File: config.mk
export PLATFORM = sky130hd
export DESIGN_NAME = semantic_version_parser
export DESIGN_NICKNAME = d
export VERILOG_FILES = /design/src/design/svp_pkg.sv /design/src/design/semantic_version_parser.sv
export SDC_FILE = /design/constraint.sdc
export NUM_CORES = 1
export LEC_CHECK = 0
export ABC_AREA = 1
export BUFFER_PORTS_ARGS = -buffer_cell sky130_fd_sc_hd__buf_2
export CELL_PAD_IN_SITES_DETAIL_PLACEMENT = 1
export CELL_PAD_IN_SITES_GLOBAL_PLACEMENT = 1
export CORE_ASPECT_RATIO = 0.7
export CORE_UTILIZATION = 44
export DETAILED_ROUTE_END_ITERATION = 8
export PLACE_DENSITY_LB_ADDON = 0.1
export SYNTH_ARGS = -nofsm -noshare
export SYNTH_HDL_FRONTEND = slang
export SYNTH_SLANG_ARGS = --single-unit
File: constraint.sdc
create_clock -name clk -period 4.9 [get_ports clk]
set_input_delay 0.245 -clock clk [delete_from_list [all_inputs] [get_ports clk]]
set_output_delay 0.245 -clock clk [all_outputs]
set_load 0.01 [all_outputs]
File: src/design/svp_pkg.sv
// ----------------------------------------------------------------------------
// svp_pkg
// Types and constants for the semantic version parser.
// ----------------------------------------------------------------------------
package svp_pkg;

  localparam int VAL_W = 32;
  localparam int CNT_W = 6;
  localparam logic [CNT_W-1:0] CNT_MAX = 6'd63;

  localparam logic [7:0] CHAR_ZERO = 8'h30;
  localparam logic [7:0] CHAR_NINE = 8'h39;
  localparam logic [7:0] CHAR_DOT  = 8'h2e;

  localparam int IN_DATA_W  = 8;
  localparam int OUT_DATA_W = 104;
  localparam int ADDR_W     = 4;
  localparam int APB_W      = 32;

  typedef logic [VAL_W-1:0] val_t;
  typedef logic [VAL_W+3:0] wide_t;

  typedef enum logic [1:0] {
    REG_MAJOR = 2'd0,
    REG_MINOR = 2'd1,
    REG_PATCH = 2'd2,
    REG_NONE  = 2'd3
  } reg_idx_t;

  typedef enum logic [1:0] {
    ORD_EQUAL = 2'b00,
    ORD_NEWER = 2'b01,
    ORD_OLDER = 2'b11
  } order_t;

  typedef struct packed {
    logic [1:0]       part_index;
    val_t             accum_value;
    val_t             saved_major;
    val_t             saved_minor;
    logic [CNT_W-1:0] byte_count;
    logic             digit_seen;
    logic             leading_zero;
    logic             failed;
  } parse_state_t;

  typedef struct packed {
    logic   is_valid;
    val_t   major_part;
    val_t   minor_part;
    val_t   patch_part;
    order_t order;
  } result_t;

  function automatic order_t cmp_val(input val_t a, input val_t b);
    order_t r;
    if (a == b) r = ORD_EQUAL;
    else if (a < b) r = ORD_OLDER;
    else r = ORD_NEWER;
    return r;
  endfunction

endpackage

File: src/design/semantic_version_parser.sv
// ----------------------------------------------------------------------------
// semantic_version_parser
// Parses a dotted three-part decimal version one byte per request and
// compares it with the locally configured version.
// ----------------------------------------------------------------------------
// channel   dir  handshake                 payload
// s_axis    in   s_axis_tvalid/tready      tdata: char_byte; tlast: end_of_text
// m_axis    out  m_axis_tvalid/tready      tdata: result on the final byte
// apb       in   psel/penable/pready       local_major/minor/patch at 0x0/0x4/0x8
//
// One byte per cycle unless a final byte waits for the output slot; a byte
// sits in the input register, and its parse step updates the parser state
// when it leaves that register; a final byte's result is registered then.
// Reset (rst, synchronous) clears the parser, the registers and both valids.
// A result stalled at m_axis holds only a final byte, and the input behind it;
// the other bytes of a string keep flowing.
// ----------------------------------------------------------------------------
module semantic_version_parser #(
  parameter int MAX_LEN = 32
) (
  input  logic                          clk,
  input  logic                          rst,
  input  logic                          s_axis_tvalid,
  output logic                          s_axis_tready,
  // [7:0] char_byte
  input  logic [svp_pkg::IN_DATA_W-1:0] s_axis_tdata,
  input  logic                          s_axis_tlast,
  output logic                          m_axis_tvalid,
  input  logic                          m_axis_tready,
  // [0] is_valid, [32:1] major_part, [64:33] minor_part, [96:65] patch_part,
  // [98:97] order, [103:99] zero
  output logic [svp_pkg::OUT_DATA_W-1:0] m_axis_tdata,
  input  logic                          psel,
  input  logic                          penable,
  input  logic                          pwrite,
  input  logic [svp_pkg::ADDR_W-1:0]    paddr,
  input  logic [svp_pkg::APB_W-1:0]     pwdata,
  output logic [svp_pkg::APB_W-1:0]     prdata,
  output logic                          pready
);
  import svp_pkg::*;

  val_t local_major, local_minor, local_patch;
  reg_idx_t reg_sel;

  logic           a_valid, a_last, a_go;
  logic [7:0]     a_byte;
  parse_state_t   st, st_next, st_step;
  result_t        res, res_next;
  logic           m_valid;

  assign pready  = 1'b1;
  assign reg_sel = reg_idx_t'(paddr[3:2]);

  always_ff @(posedge clk) begin
    if (rst) begin
      local_major <= '0;
      local_minor <= '0;
      local_patch <= '0;
    end else if (psel && penable && pwrite) begin
      unique case (reg_sel)
        REG_MAJOR: local_major <= pwdata;
        REG_MINOR: local_minor <= pwdata;
        REG_PATCH: local_patch <= pwdata;
        default: ;
      endcase
    end
  end

  always_comb begin
    unique case (reg_sel)
      REG_MAJOR: prdata = local_major;
      REG_MINOR: prdata = local_minor;
      REG_PATCH: prdata = local_patch;
      default:   prdata = '0;
    endcase
  end

  // input register advances unless a final byte waits for the output slot
  assign a_go          = a_valid && (!a_last || !m_valid || m_axis_tready);
  assign s_axis_tready = !a_valid || a_go;

  always_ff @(posedge clk) begin
    if (rst) begin
      a_valid <= 1'b0;
    end else if (s_axis_tready) begin
      a_valid <= s_axis_tvalid;
    end
    if (s_axis_tready) begin
      a_byte <= s_axis_tdata;
      a_last <= s_axis_tlast;
    end
  end

  // parse step
  always_comb begin
    logic [CNT_W-1:0] cnt;
    logic [3:0]       d;
    wide_t            prod;
    logic             is_digit;
    st_step  = st;
    cnt      = (st.byte_count == CNT_MAX) ? st.byte_count : st.byte_count + 1'b1;
    d        = 4'(a_byte - CHAR_ZERO);
    prod     = {1'b0, st.accum_value, 3'b000} + {3'b000, st.accum_value, 1'b0} +
               {32'd0, d};
    is_digit = (a_byte >= CHAR_ZERO) && (a_byte <= CHAR_NINE);
    st_step.byte_count = cnt;
    if (st.failed || (cnt > CNT_W'(MAX_LEN))) begin
      st_step.failed = 1'b1;
    end else if (is_digit) begin
      if (st.digit_seen && st.leading_zero) begin
        st_step.failed = 1'b1;
      end else if (prod[VAL_W+3:VAL_W] != 4'd0) begin
        st_step.failed = 1'b1;
      end else begin
        if (!st.digit_seen) st_step.leading_zero = (d == 4'd0);
        st_step.accum_value = prod[VAL_W-1:0];
        st_step.digit_seen  = 1'b1;
      end
    end else if (a_byte == CHAR_DOT) begin
      if (!st.digit_seen || (st.part_index == 2'd2)) begin
        st_step.failed = 1'b1;
      end else begin
        if (st.part_index == 2'd0) st_step.saved_major = st.accum_value;
        else st_step.saved_minor = st.accum_value;
        st_step.part_index   = st.part_index + 2'd1;
        st_step.accum_value  = '0;
        st_step.digit_seen   = 1'b0;
        st_step.leading_zero = 1'b0;
      end
    end else begin
      st_step.failed = 1'b1;
    end
  end

  always_comb begin
    order_t ord;
    ord = cmp_val(st_step.saved_major, local_major);
    if (ord == ORD_EQUAL) ord = cmp_val(st_step.saved_minor, local_minor);
    if (ord == ORD_EQUAL) ord = cmp_val(st_step.accum_value, local_patch);
    res_next.is_valid = !st_step.failed && st_step.digit_seen &&
                        (st_step.part_index == 2'd2);
    if (res_next.is_valid) begin
      res_next.major_part = st_step.saved_major;
      res_next.minor_part = st_step.saved_minor;
      res_next.patch_part = st_step.accum_value;
      res_next.order      = ord;
    end else begin
      res_next.major_part = '0;
      res_next.minor_part = '0;
      res_next.patch_part = '0;
      res_next.order      = ORD_EQUAL;
    end
    st_next = a_last ? '0 : st_step;
  end

  always_ff @(posedge clk) begin
    if (rst) begin
      st <= '0;
    end else if (a_go) begin
      st <= st_next;
    end
  end

  always_ff @(posedge clk) begin
    if (rst) begin
      m_valid <= 1'b0;
    end else if (a_go && a_last) begin
      m_valid <= 1'b1;
    end else if (m_axis_tready) begin
      m_valid <= 1'b0;
    end
    if (a_go && a_last) begin
      res <= res_next;
    end
  end

  assign m_axis_tvalid = m_valid;
  assign m_axis_tdata  = {5'd0, res.order, res.patch_part, res.minor_part,
                          res.major_part, res.is_valid};

  a_inv_zero : assert property (@(posedge clk) disable iff (rst)
    m_valid && !res.is_valid |-> (m_axis_tdata[98:1] == '0))
    else $error("invalid result carries nonzero fields");

  a_order_code : assert property (@(posedge clk) disable iff (rst)
    m_valid |-> (res.order != 2'b10))
    else $error("bad order code");

  a_last_out : assert property (@(posedge clk) disable iff (rst)
    a_go && a_last |=> m_valid)
    else $error("final byte produced no result");

  a_part_idx : assert property (@(posedge clk) disable iff (rst)
    st.part_index != 2'd3)
    else $error("part index overrun");

endmodule

==> impl_metrics.json <==
{
  "port_buffers": 182,
  "vias": 18700,
  "rsz0062_at_grt": "true",
  "max_slew_margin": 0.272,
  "via_per_inst": 5.43,
  "slew_viol_final": 0,
  "pre_cts_ws_ps": -336,
  "cpMostUsedCell": "nand2_1",
  "die_h_um": 175,
  "cts.path.max_buffers": 3,
  "r2r_start": "a_byte[1]$_DFFE_PP_",
  "n_antenna_cell": 0,
  "setup_slack_ps": 156,
  "grt_start_max_net_pins": 99,
  "drt_first_pass_iters": 5,
  "grt_pass1_wl_um": 108000,
  "clock_skew_ps": 15.2,
  "grt_usage": 0.319,
  "max_stage_delay_ps": 540,
  "yosysTopAreaCellShare": 0.217,
  "insertion_delay_ps": 540,
  "pin_count": 191,
  "core_area_sq_um": 42300,
  "ctsRootBufferMaster": "clkbuf_16",
  "synth.distinct_cells": 48,
  "crit_arrival_ps": 5030,
  "drcViolationCount": 0,
  "syn_to_final_growth_pct": 21.3,
  "grt-ovfl-total": 0,
  "power_density_nw_per_um2": 263,
  "hold_slack_ps": 18.9,
  "synthCells": 2598,
  "reg2reg_slack_ps": 160,
  "drtIter0Drc": 1245,
  "finalCritPeriodShare": 0.968,
  "leakage_nw": 10.9,
  "outcome": "complete, no violations",
  "finalSetupTns_ps": 0,
  "numCtsBuffers": 35,
  "clk_pin_slew_ps": 70,
  "synth_warnings": 0,
  "ys.flop_type": "dfxtp_1",
  "fmax_ghz": 0.211,
  "dp_hpwl_um": 53200,
  "die_w_um": 250,
  "avgRoutedWirePerCell_um": 20.8,
  "synth_seq_cells": 313,
  "syn_area_sq_um": 18900,
  "final_cell_mix": "nand2_1, inv_1, a21oi_1",
  "ys_seq_area_frac": 0.389,
  "antenna_left": 0,
  "htreeDepth": 2,
  "synth-edff-count": 108,
  "r2r_cells": 28,
  "cts_tree": "yes",
  "first_global_vias": 18900,
  "hold_class": "in2reg",
  "syn_area_per_cell_sq_um": 7.27,
  "antenna_found_initial": 1,
  "synthArstFlopShare": 0,
  "finalNetCount": 3083,
  "finalSetupViolCount": 0,
  "initial_core_util": 0.446,
  "ir_drop_mv": 0.266,
  "worstMarginPinSlew_ps": 1090,
  "place.gp.congestion": 0.920,
  "layout_commonest_cell": "nand2_1",
  "synthTopCellsByArea": "dfxtp_1, edfxtp_1, nand2_1",
  "hold_violations": 0,
  "hold_end": "local_patch[24]$_SDFFE_PP0P_",
  "row_count": 63,
  "critPathRequiredTime_ps": 5190,
  "cts.sinks": 313,
  "wl_um": 71600,
  "whs_path_depth": 3,
  "drive_gt1_frac": 0.176,
  "instances_no_fill": 3446,
  "dp_cells": 3352,
  "synth_top_cell_by_area": "dfxtp_1",
  "critPathMaxFanout": 4,
  "worstSetupPathType": "reg2reg",
  "end_kind": "flop",
  "die_area_sq_um": 43800,
  "worstHoldStart": "pwdata[24]",
  "drv_cap": 0,
  "startpoint_type": "flop",
  "min_period_ps": 4740,
  "r2r_end": "m_axis_tdata[97]$_SDFFCE_PN0P_",
  "cp_slowest_cell": "edfxtp_1"
}
Yosys cell counts, types with 3 or more instances:
master / count
buf_1: 8
o21bai_1: 4
nand3b_1: 7
nor3_1: 14
ha_1: 162
inv_2: 11
nor2_1: 155
a211oi_1: 4
clkinv_1: 3
xor2_1: 9
a21oi_1: 296
inv_1: 396
dfxtp_1: 205
nor4_1: 13
o21ai_0: 159
edfxtp_1: 108
nor2_2: 12
nand2_1: 678
nor2_4: 10
nand4_1: 42
o221ai_1: 32
nand3_1: 66
buf_4: 6
o21ai_1: 43
buf_2: 12
clkbuf_1: 89
nand2_2: 7
o21a_1: 3
xnor2_1: 16
what timing repair did:
action,CTS,global route
setup endpoints to repair,2,2
resized for setup,16,80
setup buffers,4,11
hold buffers,11,0
cloned,2,2
pin swaps,4,34
endpoints found under the hold margin,12,0
worst max-delay path, delay by kind of cell (launching register included):
kind,cells,cell delay (ps)
and+or+nand+nor,21,2260
DFF,1,540
adders and majority gates,4,1220
buffers and inverters,3,470
sequential cells by signal (all words and copies together), names as in the netlist:
register / flops
m_axis_tvalid: 1
a_valid: 1
local_patch: 32
m_axis_tdata: 99
local_minor: 32
a_last: 1
local_major: 32
a_byte: 8
st: 107
area by class of cell:
class                   instances  area (sq um)
fillers                      5399         19400
clock inverters                18           121
multi-input cells            1761          9880
flip-flops and latches        313          7350
repair buffers                346          2350
clock buffers                  46           988
inverters                     410          1540
well taps                     552           691
stage by stage:
step                      instance area [sq um]  utilization  power [W]
final                                     22900        0.541    0.00603
after global routing                      22900        0.541    0.00622
after CTS                                 22500        0.531    0.00601
after detailed placement                  21100        0.498    0.00339
after global placement                    21100        0.498    0.00336
after floorplan                           18900            -    0.00313
worst max-delay path by stage:
| stage | from | end | depth (start not counted) |
|---|---|---|---|
| 3_5_place_dp | a_byte[3]$_DFFE_PP_ | m_axis_tdata[98]$_SDFFCE_PN0P_ | 31 |
| 6_report | a_byte[1]$_DFFE_PP_ | m_axis_tdata[97]$_SDFFCE_PN0P_ | 28 |
| 4_1_cts | a_byte[3]$_DFFE_PP_ | m_axis_tdata[98]$_SDFFCE_PN0P_ | 32 |
| 3_3_place_gp | a_byte[3]$_DFFE_PP_ | m_axis_tdata[98]$_SDFFCE_PN0P_ | 33 |
| 5_1_grt | a_byte[3]$_DFFE_PP_ | m_axis_tdata[97]$_SDFFCE_PN0P_ | 31 |
| 2_1_floorplan | st[73]$_SDFFE_PP0P_ | m_axis_tdata[98]$_SDFFCE_PN0P_ | 34 |
layer usage:
layer	track usage	vias up	wire [um]
li1	-	9000	-
met1	0.434	9142	33100
met2	0.530	480	33300
met3	0.0405	102	3280
met4	0.0898	0	1870
met5	0	-	0
cell families after synthesis:
| group | share of synthesized area |
|---|---|
| xor gates and xnor gates | 0.0116 |
| and+or+nand+nor | 0.226 |
| DFF | 0.389 |
| adders and majority gates | 0.109 |
| buffers and inverters | 0.108 |
| other | 0.000398 |
| AOI/OAI and AO/OA | 0.155 |
report_power, final:
group          switching [W]  leakage (nW)  internal, W  total (W)
Sequential         0.0000274          2.67      0.00272    0.00275
Combinational       0.000424          7.68     0.000242   0.000666
Clock                0.00114         0.553      0.00148    0.00261
(Power assumes the default switching activity.)
